### config.mk
export PLATFORM = sky130hd
export DESIGN_NAME = sensor_packet_deframer_unit
export DESIGN_NICKNAME = d
export VERILOG_FILES = /design/src/design/spd_pkg.sv /design/src/design/spd_front.sv /design/src/design/spd_queue.sv /design/src/design/spd_back.sv /design/src/design/sensor_packet_deframer_unit.sv
export SDC_FILE = /design/constraint.sdc
export NUM_CORES = 1
export LEC_CHECK = 0
export ABC_AREA = 1
export BUFFER_PORTS_ARGS = -buffer_cell sky130_fd_sc_hd__buf_2
export CAP_MARGIN = 0
export CORE_MARGIN = 8
export CORE_UTILIZATION = 45
export DETAILED_ROUTE_END_ITERATION = 10
export GPL_TIMING_DRIVEN = 0
export PLACE_DENSITY = 0.71
export SLEW_MARGIN = 30
export SYNTH_ARGS = -nofsm -noshare
export SYNTH_HDL_FRONTEND = slang
export SYNTH_HIERARCHICAL = 1
export SYNTH_SLANG_ARGS = --single-unit
export TNS_END_PERCENT = 1
### constraint.sdc
create_clock -name clk -period 6.15 [get_ports clk]
set_input_delay 1.23 -clock clk [delete_from_list [all_inputs] [get_ports clk]]
set_output_delay 1.23 -clock clk [all_outputs]
set_load 0.03 [all_outputs]
### src/design/spd_pkg.sv
`timescale 1ns / 1ps
`default_nettype none
// ----------------------------------------------------------------------------
// spd_pkg: shared types and constants of the sensor packet deframer
// Item and result codes, frame phases, register indexes and the structs
// that pass between the front end, the queue and the back end.
// ----------------------------------------------------------------------------
package spd_pkg;

  // Input item kinds
  localparam logic ITEM_BYTE = 1'b0;
  localparam logic ITEM_TICK = 1'b1;

  // Result kinds
  localparam logic [1:0] RES_PAYLOAD = 2'd0;
  localparam logic [1:0] RES_DONE    = 2'd1;
  localparam logic [1:0] RES_TIMEOUT = 2'd2;
  localparam logic [1:0] RES_LEN_ERR = 2'd3;

  // Frame phases
  localparam logic [1:0] PH_HUNT    = 2'd0;
  localparam logic [1:0] PH_HEADER  = 2'd1;
  localparam logic [1:0] PH_PAYLOAD = 2'd2;
  localparam logic [1:0] PH_TRAILER = 2'd3;

  // Configuration register indexes
  localparam logic [2:0] REG_START_CODE  = 3'd0;
  localparam logic [2:0] REG_HUNT_TO     = 3'd1;
  localparam logic [2:0] REG_HEADER_TO   = 3'd2;
  localparam logic [2:0] REG_BYTE_TO     = 3'd3;
  localparam logic [2:0] REG_TRAILER_TO  = 3'd4;

  // Register reset values
  localparam logic [15:0] START_CODE_RST = 16'hEF01;
  localparam logic [15:0] HUNT_TO_RST    = 16'd2000;
  localparam logic [15:0] HEADER_TO_RST  = 16'd7000;
  localparam logic [15:0] BYTE_TO_RST    = 16'd1000;
  localparam logic [15:0] TRAILER_TO_RST = 16'd2000;

  // Header layout
  localparam logic [2:0] HDR_KIND_POS  = 3'd4;
  localparam logic [2:0] HDR_LEN_H_POS = 3'd5;
  localparam logic [2:0] HDR_LAST_POS  = 3'd6;
  localparam logic [15:0] LEN_OVERHEAD = 16'd2;

  // Configuration seen by the datapath
  typedef struct packed {
    logic [15:0] start_code;
    logic [15:0] hunt_to;
    logic [15:0] header_to;
    logic [15:0] byte_to;
    logic [15:0] trailer_to;
  } cfg_t;

  // Classified input beat
  typedef struct packed {
    logic       is_tick;
    logic       code_lo_hit;
    logic [7:0] byte_val;
  } cmd_t;

  // Result beat
  typedef struct packed {
    logic [1:0]  kind;
    logic [7:0]  payload_byte;
    logic [7:0]  payload_index;
    logic [31:0] frame_address;
    logic [7:0]  packet_kind;
    logic [15:0] packet_length;
    logic [15:0] received_sum;
    logic        sum_matches;
  } res_t;

endpackage
`default_nettype wire

### src/design/spd_front.sv
`timescale 1ns / 1ps
`default_nettype none
// ----------------------------------------------------------------------------
// spd_front: input front end
// Accepts input beats, sorts them into ticks and bytes and flags bytes that
// match the low half of the start code, then hands them to the queue.
// ----------------------------------------------------------------------------
module spd_front import spd_pkg::*; (
  input  wire logic       clk,
  input  wire logic       rst_n,
  input  wire logic       in_valid,
  output logic            in_stall,
  input  wire logic       in_item_kind,
  input  wire logic [7:0] in_byte_value,
  input  wire logic [7:0] start_code_lo,
  input  wire logic       q_full,
  output logic            q_push,
  output cmd_t            q_cmd
);

  // Registered stall flag so that the upstream side sees a clean signal.
  logic stall_r;
  logic stall_nxt;

  assign in_stall = stall_r;
  assign q_push   = in_valid && !stall_r;

  // Stall whenever the queue reports full for the next cycle.
  assign stall_nxt = q_full;

  always_ff @(posedge clk) begin
    if (!rst_n) begin
      stall_r <= 1'b1;
    end else begin
      stall_r <= stall_nxt;
    end
  end

  // Classify the beat.
  always_comb begin
    q_cmd.is_tick     = (in_item_kind == ITEM_TICK);
    q_cmd.byte_val    = in_byte_value;
    q_cmd.code_lo_hit = (in_byte_value == start_code_lo);
  end

endmodule
`default_nettype wire

### src/design/spd_queue.sv
`timescale 1ns / 1ps
`default_nettype none
// ----------------------------------------------------------------------------
// spd_queue: two-entry queue between front and back end
// Decouples input acceptance from result back-pressure. Reports full
// for the next cycle so that the front end can register its stall.
// ----------------------------------------------------------------------------
module spd_queue import spd_pkg::*; (
  input  wire logic clk,
  input  wire logic rst_n,
  input  wire logic push,
  input  cmd_t      push_cmd,
  input  wire logic pop,
  output logic      q_valid,
  output cmd_t      q_cmd,
  output logic      full_next
);

  cmd_t       mem_r [2];
  logic       wr_ptr_r, wr_ptr_nxt;
  logic       rd_ptr_r, rd_ptr_nxt;
  logic [1:0] count_r, count_nxt;

  assign q_valid = (count_r != 2'd0);
  assign q_cmd   = mem_r[rd_ptr_r];

  // Pointer and occupancy update.
  always_comb begin
    wr_ptr_nxt = wr_ptr_r ^ push;
    rd_ptr_nxt = rd_ptr_r ^ pop;
    count_nxt  = count_r + {1'b0, push} - {1'b0, pop};
  end

  // Full flag for the next cycle: raised once both slots will be taken, so
  // a beat pushed while the registered stall is still low finds a free slot.
  assign full_next = (count_nxt == 2'd2);

  always_ff @(posedge clk) begin
    if (!rst_n) begin
      wr_ptr_r <= 1'b0;
      rd_ptr_r <= 1'b0;
      count_r  <= 2'd0;
    end else begin
      wr_ptr_r <= wr_ptr_nxt;
      rd_ptr_r <= rd_ptr_nxt;
      count_r  <= count_nxt;
    end
  end

  // Storage.
  always_ff @(posedge clk) begin
    if (push) begin
      mem_r[wr_ptr_r] <= push_cmd;
    end
  end

endmodule
`default_nettype wire

### src/design/spd_back.sv
`timescale 1ns / 1ps
`default_nettype none
// ----------------------------------------------------------------------------
// spd_back: deframer back end
// Runs the hunt, header, payload and trailer phases with the tick timer,
// keeps the checksum and drives the registered result beat.
// ----------------------------------------------------------------------------
module spd_back import spd_pkg::*; #(
  parameter int MAX_PAYLOAD = 256
) (
  input  wire logic clk,
  input  wire logic rst_n,
  input  cfg_t      cfg,
  input  wire logic q_valid,
  input  cmd_t      q_cmd,
  output logic      q_pop,
  output logic      out_valid,
  input  wire logic out_stall,
  output res_t      out_res
);

  localparam logic [16:0] LEN_MAX = 17'(MAX_PAYLOAD + 2);

  // Control state
  logic [1:0]  phase_r, phase_nxt;
  logic        prev_valid_r, prev_valid_nxt;
  logic [2:0]  hdr_cnt_r, hdr_cnt_nxt;
  logic [15:0] tick_cnt_r, tick_cnt_nxt;
  logic        out_valid_r, out_valid_nxt;

  // Frame payload state
  logic [7:0]  prev_byte_r, prev_byte_nxt;
  logic [8:0]  pay_cnt_r, pay_cnt_nxt;
  logic [31:0] addr_r, addr_nxt;
  logic [7:0]  kind_r, kind_nxt;
  logic [15:0] len_r, len_nxt;
  logic [15:0] sum_r, sum_nxt;
  logic [7:0]  csum_hi_r, csum_hi_nxt;

  res_t        res_r, res_nxt;
  logic        emit;

  logic        slot_free;
  logic        go;
  logic [15:0] limit;
  logic [15:0] len_new;
  logic [8:0]  pay_cnt_inc;
  logic [15:0] rs;
  logic [7:0]  b;

  assign slot_free = !out_valid_r || !out_stall;
  assign go        = q_valid && slot_free;
  assign q_pop     = go;
  assign out_valid = out_valid_r;
  assign out_res   = res_r;

  assign b           = q_cmd.byte_val;
  assign len_new     = {len_r[15:8], b};
  assign pay_cnt_inc = pay_cnt_r + 9'd1;
  assign rs          = {csum_hi_r, b};

  // Timeout limit of the current phase.
  always_comb begin
    unique case (phase_r)
      PH_HUNT:    limit = cfg.hunt_to;
      PH_HEADER:  limit = cfg.header_to;
      PH_PAYLOAD: limit = cfg.byte_to;
      default:    limit = cfg.trailer_to;
    endcase
  end

  // Per-beat state update.
  always_comb begin
    phase_nxt      = phase_r;
    prev_valid_nxt = prev_valid_r;
    hdr_cnt_nxt    = hdr_cnt_r;
    tick_cnt_nxt   = tick_cnt_r;
    prev_byte_nxt  = prev_byte_r;
    pay_cnt_nxt    = pay_cnt_r;
    addr_nxt       = addr_r;
    kind_nxt       = kind_r;
    len_nxt        = len_r;
    sum_nxt        = sum_r;
    csum_hi_nxt    = csum_hi_r;
    res_nxt        = '0;
    emit           = 1'b0;

    if (go) begin
      if (q_cmd.is_tick) begin
        // Millisecond tick: time out or count.
        if (tick_cnt_r >= limit) begin
          if (phase_r != PH_HUNT) begin
            prev_valid_nxt = 1'b0;
          end
          phase_nxt    = PH_HUNT;
          tick_cnt_nxt = '0;
          res_nxt.kind = RES_TIMEOUT;
          emit         = 1'b1;
        end else begin
          tick_cnt_nxt = tick_cnt_r + 16'd1;
        end
      end else begin
        unique case (phase_r)
          PH_HUNT: begin
            // Two-byte sliding window over the stream.
            if (prev_valid_r && (prev_byte_r == cfg.start_code[15:8]) &&
                q_cmd.code_lo_hit) begin
              phase_nxt      = PH_HEADER;
              hdr_cnt_nxt    = '0;
              addr_nxt       = '0;
              prev_valid_nxt = 1'b0;
            end else begin
              prev_byte_nxt  = b;
              prev_valid_nxt = 1'b1;
            end
            tick_cnt_nxt = '0;
          end
          PH_HEADER: begin
            // Address, type and length bytes, big-endian.
            hdr_cnt_nxt = hdr_cnt_r + 3'd1;
            if (hdr_cnt_r < HDR_KIND_POS) begin
              addr_nxt = {addr_r[23:0], b};
            end else if (hdr_cnt_r == HDR_KIND_POS) begin
              kind_nxt = b;
            end else if (hdr_cnt_r == HDR_LEN_H_POS) begin
              len_nxt = {b, 8'h00};
            end else begin
              len_nxt = len_new;
            end
            if (hdr_cnt_r == HDR_LAST_POS) begin
              hdr_cnt_nxt  = '0;
              tick_cnt_nxt = '0;
              if ((len_new < LEN_OVERHEAD) || ({1'b0, len_new} > LEN_MAX)) begin
                phase_nxt             = PH_HUNT;
                prev_valid_nxt        = 1'b0;
                res_nxt.kind          = RES_LEN_ERR;
                res_nxt.frame_address = addr_r;
                res_nxt.packet_kind   = kind_r;
                res_nxt.packet_length = len_new;
                emit                  = 1'b1;
              end else begin
                sum_nxt     = {8'h00, len_new[15:8]} + {8'h00, b} + {8'h00, kind_r};
                pay_cnt_nxt = '0;
                phase_nxt   = (len_new == LEN_OVERHEAD) ? PH_TRAILER : PH_PAYLOAD;
              end
            end
          end
          PH_PAYLOAD: begin
            // Stream each payload byte out as it arrives.
            sum_nxt      = sum_r + {8'h00, b};
            pay_cnt_nxt  = pay_cnt_inc;
            tick_cnt_nxt = '0;
            if ({7'h00, pay_cnt_inc} >= (len_r - LEN_OVERHEAD)) begin
              phase_nxt   = PH_TRAILER;
              hdr_cnt_nxt = '0;
            end
            res_nxt.kind          = RES_PAYLOAD;
            res_nxt.payload_byte  = b;
            res_nxt.payload_index = pay_cnt_r[7:0];
            res_nxt.frame_address = addr_r;
            res_nxt.packet_kind   = kind_r;
            res_nxt.packet_length = len_r;
            emit                  = 1'b1;
          end
          default: begin
            // Checksum bytes, high byte first.
            if (hdr_cnt_r == 3'd0) begin
              csum_hi_nxt = b;
              hdr_cnt_nxt = 3'd1;
            end else begin
              phase_nxt             = PH_HUNT;
              hdr_cnt_nxt           = '0;
              tick_cnt_nxt          = '0;
              prev_valid_nxt        = 1'b0;
              res_nxt.kind          = RES_DONE;
              res_nxt.frame_address = addr_r;
              res_nxt.packet_kind   = kind_r;
              res_nxt.packet_length = len_r;
              res_nxt.received_sum  = rs;
              res_nxt.sum_matches   = (rs == sum_r);
              emit                  = 1'b1;
            end
          end
        endcase
      end
    end
  end

  // Output beat valid: load on a new result, clear when taken.
  always_comb begin
    if (go) begin
      out_valid_nxt = emit;
    end else if (out_valid_r && !out_stall) begin
      out_valid_nxt = 1'b0;
    end else begin
      out_valid_nxt = out_valid_r;
    end
  end

  // Control registers.
  always_ff @(posedge clk) begin
    if (!rst_n) begin
      phase_r      <= PH_HUNT;
      prev_valid_r <= 1'b0;
      hdr_cnt_r    <= '0;
      tick_cnt_r   <= '0;
      out_valid_r  <= 1'b0;
      prev_byte_r  <= '0;
      pay_cnt_r    <= '0;
      addr_r       <= '0;
      kind_r       <= '0;
      len_r        <= '0;
      sum_r        <= '0;
      csum_hi_r    <= '0;
    end else begin
      phase_r      <= phase_nxt;
      prev_valid_r <= prev_valid_nxt;
      hdr_cnt_r    <= hdr_cnt_nxt;
      tick_cnt_r   <= tick_cnt_nxt;
      out_valid_r  <= out_valid_nxt;
      prev_byte_r  <= prev_byte_nxt;
      pay_cnt_r    <= pay_cnt_nxt;
      addr_r       <= addr_nxt;
      kind_r       <= kind_nxt;
      len_r        <= len_nxt;
      sum_r        <= sum_nxt;
      csum_hi_r    <= csum_hi_nxt;
    end
  end

  // Result payload register.
  always_ff @(posedge clk) begin
    if (go && emit) begin
      res_r <= res_nxt;
    end
  end

endmodule
`default_nettype wire

### src/design/sensor_packet_deframer_unit.sv
`timescale 1ns / 1ps
`default_nettype none
// ----------------------------------------------------------------------------
// sensor_packet_deframer_unit: start-code packet deframer with tick timeouts
// Hunts a two-byte start code, reads the header, streams the payload and
// reports the frame end with its checksum, timeouts and length errors.
//
//   Channel  Direction  Handshake          Payload
//   in_      input      in_valid/in_stall  item_kind, byte_value
//   out_     output     out_valid/out_stall result kind, payload and header
//   cfg_     input      cfg_valid/cfg_ready register index and 16-bit data
//
// One beat a cycle is taken while no result is stalled. An accepted beat
// is written to the queue and handled by the back end once it heads the
// queue and the result slot is free; its result, if any, is registered.
// The input stall is registered and rises once both queue slots will be
// taken; a stalled result holds up the back end, so the queue then fills.
// Reset is synchronous; it restores the register defaults and hunting.
// ----------------------------------------------------------------------------
module sensor_packet_deframer_unit import spd_pkg::*; #(
  parameter int MAX_PAYLOAD = 256
) (
  input  wire logic        clk,
  input  wire logic        rst_n,
  input  wire logic        in_valid,
  output logic             in_stall,
  input  wire logic        in_item_kind,
  input  wire logic [7:0]  in_byte_value,
  output logic             out_valid,
  input  wire logic        out_stall,
  output logic [1:0]       out_result_kind,
  output logic [7:0]       out_payload_byte,
  output logic [7:0]       out_payload_index,
  output logic [31:0]      out_frame_address,
  output logic [7:0]       out_packet_kind,
  output logic [15:0]      out_packet_length,
  output logic [15:0]      out_received_sum,
  output logic             out_sum_matches,
  input  wire logic        cfg_valid,
  output logic             cfg_ready,
  input  wire logic [2:0]  cfg_index,
  input  wire logic [15:0] cfg_data
);

  cfg_t cfg_r;
  cfg_t cfg_nxt;
  logic q_full;
  logic q_push;
  cmd_t push_cmd;
  logic q_pop;
  logic q_valid;
  cmd_t q_cmd;
  res_t res;

  // Configuration registers, always ready.
  assign cfg_ready = 1'b1;

  always_comb begin
    cfg_nxt = cfg_r;
    if (cfg_valid) begin
      unique case (cfg_index)
        REG_START_CODE: cfg_nxt.start_code = cfg_data;
        REG_HUNT_TO:    cfg_nxt.hunt_to    = cfg_data;
        REG_HEADER_TO:  cfg_nxt.header_to  = cfg_data;
        REG_BYTE_TO:    cfg_nxt.byte_to    = cfg_data;
        REG_TRAILER_TO: cfg_nxt.trailer_to = cfg_data;
        default:        cfg_nxt            = cfg_r;
      endcase
    end
  end

  always_ff @(posedge clk) begin
    if (!rst_n) begin
      cfg_r.start_code <= START_CODE_RST;
      cfg_r.hunt_to    <= HUNT_TO_RST;
      cfg_r.header_to  <= HEADER_TO_RST;
      cfg_r.byte_to    <= BYTE_TO_RST;
      cfg_r.trailer_to <= TRAILER_TO_RST;
    end else begin
      cfg_r <= cfg_nxt;
    end
  end

  // Front end: accept and classify.
  spd_front u_front (
    .clk          (clk),
    .rst_n        (rst_n),
    .in_valid     (in_valid),
    .in_stall     (in_stall),
    .in_item_kind (in_item_kind),
    .in_byte_value(in_byte_value),
    .start_code_lo(cfg_r.start_code[7:0]),
    .q_full       (q_full),
    .q_push       (q_push),
    .q_cmd        (push_cmd)
  );

  // Queue between the two halves.
  spd_queue u_queue (
    .clk      (clk),
    .rst_n    (rst_n),
    .push     (q_push),
    .push_cmd (push_cmd),
    .pop      (q_pop),
    .q_valid  (q_valid),
    .q_cmd    (q_cmd),
    .full_next(q_full)
  );

  // Back end: deframing and results.
  spd_back #(
    .MAX_PAYLOAD(MAX_PAYLOAD)
  ) u_back (
    .clk      (clk),
    .rst_n    (rst_n),
    .cfg      (cfg_r),
    .q_valid  (q_valid),
    .q_cmd    (q_cmd),
    .q_pop    (q_pop),
    .out_valid(out_valid),
    .out_stall(out_stall),
    .out_res  (res)
  );

  // Result fields.
  assign out_result_kind   = res.kind;
  assign out_payload_byte  = res.payload_byte;
  assign out_payload_index = res.payload_index;
  assign out_frame_address = res.frame_address;
  assign out_packet_kind   = res.packet_kind;
  assign out_packet_length = res.packet_length;
  assign out_received_sum  = res.received_sum;
  assign out_sum_matches   = res.sum_matches;

endmodule
`default_nettype wire
==> out/results.ini, run 1 <==
[power]
power_mw=6.21
power_density_nw_per_um2=344
ir_drop_mv=0.240
cellLeakagePower_nw=8.12

[floorplan]
die_x_um=202
num_rows=68
initial_utilization_pct=45.5
die_h_um=202
die_area_um2=40900
design.core.area_um2=34400
ios=127

[timing]
hold_viol=0
skew_ns=0.0178
rsz0062_at_grt=false
fin_crit_sh_pct=75.4
fmax_mhz=216
maxSlewViolCount=0
max-slew-margin-rel_pct=47.6
period_minus_slack_ns=4.64
finalSetupViolations=0
fin_ws_ns=1.51
max_slew.worst_pin.slew_ns=0.786

[route]
dr.pass1.iters=6
vias_per_cell=5.20
antenna_left=0
vias=13400
drt_wl_total_um=41500
drc_errors=0
drt-wirelength-per-cell_um=16.1
drt_iter0_markers=1151

[clock_tree]
cts_root_buf=clkbuf_16
cts_resized=0
path_clk_slew_ns=0.06
htree_num_levels=2
ctsHoldBuffers=0
clk_path_buf_depth=3
cts_setup_buffers=0
numCtsBuffers=36
clock_latency_ns=0.52
clock-sinks=317
cts_tree=yes

[placement]
place_ws_ns=1.61
hpwl_um=30700
io_buffers=124
gp_congestion=0.904

[final_layout]
synthToLayoutAreaGrowth_pct=15.6
drive_above_1_share_pct=14.0
layout_common_cells=nand2_1 (431), nor2_1 (236), inv_1 (212), dfxtp_1 (206), nand3_1 (177)
diodes=0
nFillCells=3294
finalCoreUtilization_pct=52.5
nets=2186
layout_commonest_cell=nand2_1

[critical_path]
end_kind=register
worstPathArrival_ns=4.81
cp-start-kind=register
worstPathMaxFanout=63
required_ns=6.32
crit_type=reg -> reg
reg2reg_depth=15

[global_routing]
grt_pass1_wl_um=66000
antenna_found_initial=0
first_global_vias=12700
track_usage_pct=19.6
grt-ovfl-total=0
grt_max_degree=64

[yosys]
synth_nets=2023
avgSynthCellArea_um2=8.10
syn_inst=1929
ys_types=54
syn-cell-area_um2=15600
yosysWarnings=6
synth.area.top_cells=dfxtp_1 (26%), edfxtp_1 (21%), nand2_1 (10%)
yosys.area.top_type=dfxtp_1
ys_seq_elements=317
ys_seq_area_share_pct=47.7
synth_top_area_share_pct=26.4

[run]
drv_cap=0

[worst_hold_path]
min_path_cells=2
hp-class=reg -> reg

[outcome]
status=complete, no violations

-- sequential cells by signal, summed over array words and instances (netlist names), 3 cells and up, named ones only --
name                flops
u_back/tick_cnt_r      16
u_back/out_res         91
u_back/sum_r           16
u_back/kind_r           8
u_back/len_r           16
u_back/addr_r          32
u_back/csum_hi_r        8
cfg_r                  80
u_back/pay_cnt_r        9
u_back/hdr_cnt_r        3
u_queue/mem_r          20
u_back/prev_byte_r      8
-- cell families after synthesis --
family	Yosys count	share of synthesized area, %
xor gates and xnor gates	33	1.85
other	1	0.0240
muxes	10	0.961
AOI/OAI and AO/OA	255	9.36
DFF	317	47.7
and+or+nand+nor	947	26.5
buffers and inverters	305	8.24
adders and majority gates	61	5.37
-- through the flow --
step	hold slack [ns]	std cells	TNS (ns)	area [µm²]
final	0.465	2572	0	18100
after global routing	0.490	2572	0	18100
after CTS	0.466	2572	0	18100
after detailed placement	0.452	2509	0	16800
after global placement	0.445	2508	-20.79	16800
after floorplan	0.430	1929	0	15600
-- synth_stat cells (all sizes together) --
cell / number
edfxtp: 111
and2: 1
mux2: 10
clkinv: 1
o31ai: 1
o211ai: 2
o32ai: 1
and3: 2
a21oi: 132
fa: 10
xor2: 21
conb: 1
a211oi: 11
o21bai: 1
nand3b: 5
ha: 51
nand3: 180
nor2: 257
o2111ai: 1
nor4: 5
or2: 3
a31oi: 7
nand2: 444
nor3b: 1
inv: 217
a31o: 1
a21o: 1
nor3: 29
xnor2: 12
o22ai: 17
nand4: 20
clkbuf: 35
o21ai: 62
a221oi: 2
o21a: 1
buf: 52
a22o: 15
dfxtp: 206
-- where the power goes --
group	switching, mW	internal [mW]	total (mW)
logic	1.10	0.441	1.54
clock network	0.833	1.36	2.19
registers	0.0786	2.39	2.47
-- worst paths after layout --
check,from,to,slack (ns)
worst max-delay path,u_back/phase_r[0]$_SDFFE_PN0P_,u_back/out_res[12]$_SDFFCE_PP0P_,1.51
worst max register to register,u_back/phase_r[0]$_SDFFE_PN0P_,u_back/out_res[12]$_SDFFCE_PP0P_,1.51
worst min-delay path,cfg_r[19]$_SDFFE_PN1P_,cfg_r[19]$_SDFFE_PN1P_,0.47
worst min register to register,cfg_r[19]$_SDFFE_PN1P_,cfg_r[19]$_SDFFE_PN1P_,0.47
-- area by class of cell --
type | instances | area (µm²) | share of cell area (%)
Sequential cell | 317 | 7460 | 41.3
Multi-Input combinational cell | 1307 | 6880 | 38.1
Clock buffer | 49 | 1010 | 5.60
Inverter | 218 | 823 | 4.56
Timing Repair Buffer | 125 | 648 | 3.59
Tap cell | 455 | 569 | 3.15
Buffer | 87 | 469 | 2.60
Clock inverter | 14 | 204 | 1.13
-- metal layers --
metal / global-route usage [%] / vias up / share of wire, %
met3: 3.19 / 75 / 7.5
li1: - / 6632 / -
met2: 32.4 / 517 / 46
met5: 0 / - / 0
met4: 5.72 / 0 / 2.6
met1: 26.1 / 6144 / 44
-- critical path, cell delays in order (launching register included) --
cell and delay, ns:
dfxtp_1 0.33, inv_1 0.11, ha_1 0.39, clkbuf_1 0.65
clkbuf_1 0.59, a22o_1 0.27, o22ai_1 0.09, ha_1 0.32
nand2_1 0.07, nor3_1 0.24, nand3_1 0.13, nand4_1 0.17
nand2_1 0.08, o21bai_1 0.23, inv_6 0.26, buf_16 0.30
Power figures use the tool's default switching activity.
==> inputs of run 2 (changes only) <==
==> constraint.sdc (replaced) <==
create_clock -name clk -period 4.62 [get_ports clk]
set_input_delay 0.924 -clock clk [delete_from_list [all_inputs] [get_ports clk]]
set_output_delay 0.924 -clock clk [all_outputs]
set_load 0.03 [all_outputs]
==> out/results.ini, run 2 (synthesis gave the netlist of run 1 again) <==
[timing]
max_slew.worst_pin.slew_ns=0.746  ; was 0.786 ns
finalSetupViolations=0  ; unchanged
period_minus_slack_ns=4.37  ; was 4.64 ns
rsz0062_at_grt=true  ; was false
hold_viol=0  ; unchanged
skew_ns=0.0246  ; was 0.0178 ns
fin_ws_ns=0.253  ; was 1.51 ns
maxSlewViolCount=0  ; unchanged
fin_crit_sh_pct=94.5  ; was 75.4%
max-slew-margin-rel_pct=50.2  ; was 47.6%
fmax_mhz=229  ; was 216 MHz

[clock_tree]
path_clk_slew_ns=0.06  ; about the same
clock_latency_ns=0.52  ; about the same
cts_tree=yes  ; unchanged
clk_path_buf_depth=3  ; unchanged
numCtsBuffers=36  ; unchanged
htree_num_levels=2  ; unchanged
cts_root_buf=clkbuf_16  ; unchanged
ctsHoldBuffers=0  ; unchanged
clock-sinks=317  ; unchanged

[global_routing]
first_global_vias=12700  ; about the same
grt_pass1_wl_um=66100  ; was 66,000 µm
track_usage_pct=19.6  ; about the same
grt_max_degree=35  ; was 64
grt-ovfl-total=0  ; unchanged
antenna_found_initial=0  ; unchanged

[route]
vias=13400  ; about the same
drc_errors=0  ; unchanged
antenna_left=0  ; unchanged
drt-wirelength-per-cell_um=16.0  ; was 16.1 µm
vias_per_cell=5.20  ; about the same
drt_wl_total_um=41300  ; was 41,500 µm
drt_iter0_markers=1134  ; was 1,151
dr.pass1.iters=6  ; unchanged

[critical_path]
critical-path-top-delay-family=buffers and inverters  ; unchanged
worstPathArrival_ns=4.62  ; was 4.81 ns
critPathMaxStageDelay_ns=0.43  ; was 0.65 ns
rrSetupSlack_ns=0.25  ; was 1.51 ns
cp_num_buf_inv=6  ; was 5
crit_type=reg -> reg  ; unchanged
critical_path.cell_chain=inv_1 > ha_1 > clkbuf_1 > clkbuf_1 > nand2_1 > nand2_1 > o22ai_1 > ha_1 > a21oi_1 > nor2_1 > nor3_1 > nand2_1 > nand2_1 > nand4_1 > nand2_1 > o21bai_1 > clkinvlp_4 > buf_12 > buf_12  ; was inv_1 > ha_1 > clkbuf_1 > clkbuf_1 > a22o_1 > o22ai_1 > ha_1 > nand2_1 > nor3_1 > nand3_1 > nand4_1 > nand2_1 > o21bai_1 > inv_6 > buf_16
required_ns=4.87  ; was 6.32 ns
cp_slowest_cell=clkbuf_1  ; unchanged
worstPathMaxFanout=34  ; was 63
end_kind=register  ; unchanged
cp-start-kind=register  ; unchanged
crit_path_frequent_cell=nand2_1

[power]
power_density_nw_per_um2=459  ; was 344 nW/µm²
ir_drop_mv=0.277  ; was 0.240 mV
cellLeakagePower_nw=8.16  ; was 8.12 nW
power_mw=8.31  ; was 6.21 mW

[placement]
hpwl_um=31000  ; was 30,700 µm
dpl.cell_count=2510  ; was 2,509
io_buffers=124  ; unchanged
gp_congestion=0.921  ; was 0.904
place_ws_ns=-0.465  ; was 1.61 ns

[run]
drv_cap=0  ; unchanged

[outcome]
status=complete, no violations  ; unchanged

[final_layout]
layout_common_cells=nand2_1 (431), nor2_1 (236), inv_1 (212), dfxtp_1 (206), nand3_1 (177)  ; unchanged
final_cells=2576  ; was 2,572
diodes=0  ; unchanged
finalCoreUtilization_pct=52.7  ; was 52.5%
drive_above_1_share_pct=14.2  ; was 14.0%
layout_commonest_cell=nand2_1  ; unchanged
largest_reg_flops=91  ; unchanged
nets=2188  ; was 2,186
synthToLayoutAreaGrowth_pct=16.0  ; was 15.6%

[floorplan]
ios=127  ; unchanged
design.core.area_um2=34400  ; unchanged
die_area_um2=40900  ; unchanged
initial_utilization_pct=45.5  ; unchanged
die_h_um=202  ; unchanged
die_x_um=202  ; unchanged
num_rows=68  ; unchanged

[worst_hold_path]
hp-class=reg -> reg  ; unchanged

## run 2: cell types whose count changed in the layout (fill, tap and decap cells not counted)
cell       change
buf_4          +1
clkbuf_2       +1
inv_4          -1
buf_16         -1
bufinv_16      -1
clkinv_2       +1
clkbuf_1       -5
clkbuf_16      +2
inv_6          -1
clkinv_8       +1
buf_12         +2
clkbuf_8       +1
clkinv_1       +4
## run 2: area by class of cell
class / instances / area [µm²]
Fill cell: 3218 / 16300
Sequential cell: 317 / 7460
Multi-Input combinational cell: 1307 / 6880
Clock buffer: 49 / 1060
Inverter: 218 / 822
Timing Repair Buffer: 127 / 668
Tap cell: 455 / 569
Buffer: 86 / 467
Clock inverter: 16 / 189
Timing Repair inverter: 1 / 7.51
## run 2: what timing repair did
action                     4_1_cts  5_1_grt
resized for setup                1        1
gates cloned                     1        0
setup buffers                    1        0
setup endpoints to repair       91       47
## run 2: stage by stage
| step | TNS, ns | hold slack (ns) | cell area (µm²) |
|---|---|---|---|
| after floorplan | 0 | 0.430 | 15600 |
| after global placement | -115.98 | 0.439 | 16800 |
| after detailed placement | -25.26 | 0.447 | 16900 |
| after CTS | 0 | 0.462 | 18100 |
| after global routing | -3.65 | 0.488 | 18100 |
| final | 0 | 0.462 | 18100 |
## run 2: worst paths after layout
path                                                      from                          endpoint  depth (start not counted)
worst max register to register  u_back/phase_r[0]$_SDFFE_PN0P_  u_back/out_res[14]$_SDFFCE_PP0P_                         19
worst min-delay path                    cfg_r[21]$_SDFFE_PN1P_            cfg_r[21]$_SDFFE_PN1P_                          2
worst max-delay path            u_back/phase_r[0]$_SDFFE_PN0P_  u_back/out_res[14]$_SDFFCE_PP0P_                         19
worst min register to register          cfg_r[21]$_SDFFE_PN1P_            cfg_r[21]$_SDFFE_PN1P_                          2
## run 2: worst reg2reg max path, stage by stage (launching register included)
cell        delay, ns
dfxtp_1          0.33
inv_1            0.12
ha_1             0.30
clkbuf_1         0.43
clkbuf_1         0.43
nand2_1          0.10
nand2_1          0.08
o22ai_1          0.11
ha_1             0.33
a21oi_1          0.13
nor2_1           0.05
nor3_1           0.18
nand2_1          0.08
nand2_1          0.08
nand4_1          0.16
nand2_1          0.12
o21bai_1         0.32
clkinvlp_4       0.33
buf_12           0.24
buf_12           0.20
## run 2: per-layer routing
layer  vias up  wire length, µm  track usage [%]
met5         -                0                0
met4         0             1210             6.86
met3        79             3030             3.04
met2       508            18800             31.6
met1      6164            18300             26.3
li1       6649                -                -
## run 2: power by group
| group | internal, mW | total (mW) | switching [mW] |
|---|---|---|---|
| clock | 1.84 | 2.96 | 1.12 |
| sequential | 3.19 | 3.29 | 0.0997 |
| combinational | 0.597 | 2.07 | 1.47 |
==> inputs of run 3 (changes only) <==
--- a/config.mk
+++ b/config.mk
@@ -8,6 +8,7 @@
 export ABC_AREA = 1
 export BUFFER_PORTS_ARGS = -buffer_cell sky130_fd_sc_hd__buf_2
 export CAP_MARGIN = 0
+export CORE_ASPECT_RATIO = 0.5
 export CORE_MARGIN = 8
 export CORE_UTILIZATION = 45
 export DETAILED_ROUTE_END_ITERATION = 10
==> out/results.ini, run 3 (synthesis gave the netlist of run 1 again) <==
[timing]
period_minus_slack_ns=4.32  ; was 4.37 ns
whs_ns=0.465  ; was 0.462 ns
fin_ws_ns=0.304  ; was 0.253 ns
finalSetupViolations=0  ; unchanged
skew_ns=0.0122  ; was 0.0246 ns
fin_crit_sh_pct=93.4  ; was 94.5%
max_slew.worst_pin.slew_ns=0.729  ; was 0.746 ns
max-slew-margin-rel_pct=51.4  ; was 50.2%
fmax_mhz=232  ; was 229 MHz
maxSlewViolCount=0  ; unchanged
hold_viol=0  ; unchanged
rsz0062_at_grt=false  ; was true

[global_routing]
first_global_vias=12200  ; was 12,700
grt_max_degree=33  ; was 35
antenna_found_initial=4  ; was 0
grt_pass1_wl_um=65500  ; was 66,100 µm
track_usage_pct=19.5  ; was 19.6%
grt-ovfl-total=0  ; unchanged

[worst_hold_path]
hp-class=reg -> reg  ; unchanged
min_path_cells=2  ; unchanged

[final_layout]
largest_reg_flops=91  ; unchanged
synthToLayoutAreaGrowth_pct=14.6  ; was 16.0%
ff_latch_area_um2=7460  ; unchanged
layout_common_cells=nand2_1 (431), nor2_1 (236), inv_1 (212), dfxtp_1 (206), nand3_1 (177)  ; unchanged
multi_input_area_um2=6880  ; unchanged
nets=2181  ; was 2,188
finish.instance_area_um2=17900  ; was 18,100 µm²
nFillCells=3302  ; was 3,218
drive_above_1_share_pct=13.7  ; was 14.2%
layout_commonest_cell=nand2_1  ; unchanged

[floorplan]
initial_utilization_pct=45.5  ; about the same
die_x_um=280  ; was 202 µm
ios=127  ; unchanged
design.core.area_um2=34400  ; about the same
die_area_um2=41300  ; was 40,900 µm²
die_h_um=148  ; was 202 µm
num_rows=48  ; was 68

[power]
combPwrFrac_pct=26.5  ; was 24.9%
ir_drop_mv=0.289  ; was 0.277 mV
cellLeakagePower_nw=8.03  ; was 8.16 nW
p_int_mw=5.18  ; was 5.62 mW
sw_frac_of_total_pct=33.8  ; was 32.4%
pwr-share-seq_pct=41.9  ; was 39.5%
switchingPower_mw=2.64  ; was 2.69 mW
power_density_nw_per_um2=437  ; was 459 nW/µm²
p_clk_share_pct=31.5  ; was 35.6%
power_mw=7.82  ; was 8.31 mW

[clock_tree]
cts_tree=yes  ; unchanged
clock-sinks=317  ; unchanged
ctsHoldBuffers=0  ; unchanged
htree_num_levels=1  ; was 2
cts_root_buf=clkbuf_16  ; unchanged
cts_setup_buffers=0  ; was 1
numCtsBuffers=30  ; was 36
clk_path_buf_depth=3  ; unchanged
clock_latency_ns=0.57  ; was 0.52 ns
path_clk_slew_ns=0.06  ; about the same

[route]
vias=13300  ; was 13,400
drt-wirelength-per-cell_um=15.9  ; was 16.0 µm
met2_length_um=18000  ; was 18,800 µm
drc_errors=0  ; unchanged
vias_per_cell=5.15  ; was 5.20
topRoutingLayerUsed=met5  ; was met4
met1_length_um=18900  ; was 18,300 µm
wl_met3_um=3260  ; was 3030 µm
dr.pass1.iters=6  ; unchanged
antenna_left=0  ; unchanged
drt_iter0_markers=1293  ; was 1,134
drt_wl_total_um=41200  ; was 41,300 µm

[outcome]
status=complete, no violations  ; unchanged

[critical_path]
crit_type=reg -> reg  ; unchanged
worstPathArrival_ns=4.63  ; was 4.62 ns
required_ns=4.93  ; was 4.87 ns
reg2reg_depth=19  ; unchanged
worstPathMaxFanout=32  ; was 34
cp-start-kind=register  ; unchanged
end_kind=register  ; unchanged

[placement]
place_ws_ns=-0.117  ; was -0.465 ns
io_buffers=124  ; unchanged
hpwl_um=30600  ; was 31,000 µm
placed_area_um2=16900  ; about the same
gp_congestion=0.943  ; was 0.921

[run]
drv_cap=0  ; unchanged

[run 3: cell types whose count changed in the layout (fill, tap and decap cells not counted), sizes merged]
cell / change
clkbuf: -8
bufinv: -3
inv: +3
clkinv: -1
clkinvlp: -1
diode: +1
[run 3: metrics by stage]
| stage | util [%] | std cells | TNS [ns] |
|---|---|---|---|
| final | 52.1 | 2587 | 0 |
| after global routing | 52.1 | 2587 | 0 |
| after CTS | 52.1 | 2587 | 0 |
| after detailed placement | 49.2 | 2531 | -3.66 |
| after global placement | 49.0 | 2528 | -121.01 |
| after floorplan | - | 1929 | 0 |
[run 3: layout make-up]
type / count / share of cell area [%]
Antenna cell: 1 / 0.0140
Buffer: 86 / 2.61
Clock buffer: 41 / 4.89
Clock inverter: 15 / 0.629
Inverter: 218 / 4.59
Multi-Input combinational cell: 1307 / 38.4
Sequential cell: 317 / 41.7
Tap cell: 475 / 3.32
Timing Repair Buffer: 127 / 3.84
[run 3: timing repair]
action	4_1_cts	5_1_grt
pin swaps	0	0
resized for setup	1	2
endpoints found under the setup margin	32	32
[run 3: path summary, 6_finish.rpt]
path	to	slack (ns)	start
setup / recovery	u_back/out_res[28]$_SDFFCE_PP0P_	0.30	u_back/phase_r[0]$_SDFFE_PN0P_
hold / removal	u_back/prev_byte_r[4]$_SDFFE_PN0P_	0.46	u_back/prev_byte_r[4]$_SDFFE_PN0P_
setup reg to reg	u_back/out_res[28]$_SDFFCE_PP0P_	0.30	u_back/phase_r[0]$_SDFFE_PN0P_
hold reg to reg	u_back/prev_byte_r[4]$_SDFFE_PN0P_	0.46	u_back/prev_byte_r[4]$_SDFFE_PN0P_
[run 3: worst max-delay path, stage by stage (launching register included)]
cell and delay (ns):
dfxtp_1 0.34, inv_1 0.11, ha_1 0.30, clkbuf_1 0.48, clkbuf_2 0.38, nand2_1 0.08
nand2_1 0.07, o22ai_1 0.15, ha_1 0.34, a21oi_1 0.13, nor2_1 0.05, nor3_1 0.14
nand2_1 0.08, nand2_1 0.10, nand4_1 0.15, nand2_1 0.12, o21bai_1 0.18, clkinvlp_4 0.36
buf_16 0.27, buf_12 0.18
[run 3: routing by layer]
layer  global-route usage (%)  vias to the layer above
met1                     27.9                     6110
met5                        0                        -
met4                     4.91                        6
met3                     3.37                       77
met2                     30.2                      485
li1                         -                     6649
[run 3: power groups by stage]
| stage | clock [mW] | sequential (mW) | combinational (mW) |
|---|---|---|---|
| 6_report | 2.47 | 3.28 | 2.08 |
| 5_1_grt | 2.63 | 3.31 | 2.27 |
| 4_1_cts | 2.52 | 3.28 | 2.07 |
| 3_5_place_dp | 0 | 3.34 | 2.06 |
| 3_3_place_gp | 0 | 3.35 | 2.00 |
| 2_1_floorplan | 0 | 3.59 | 1.18 |
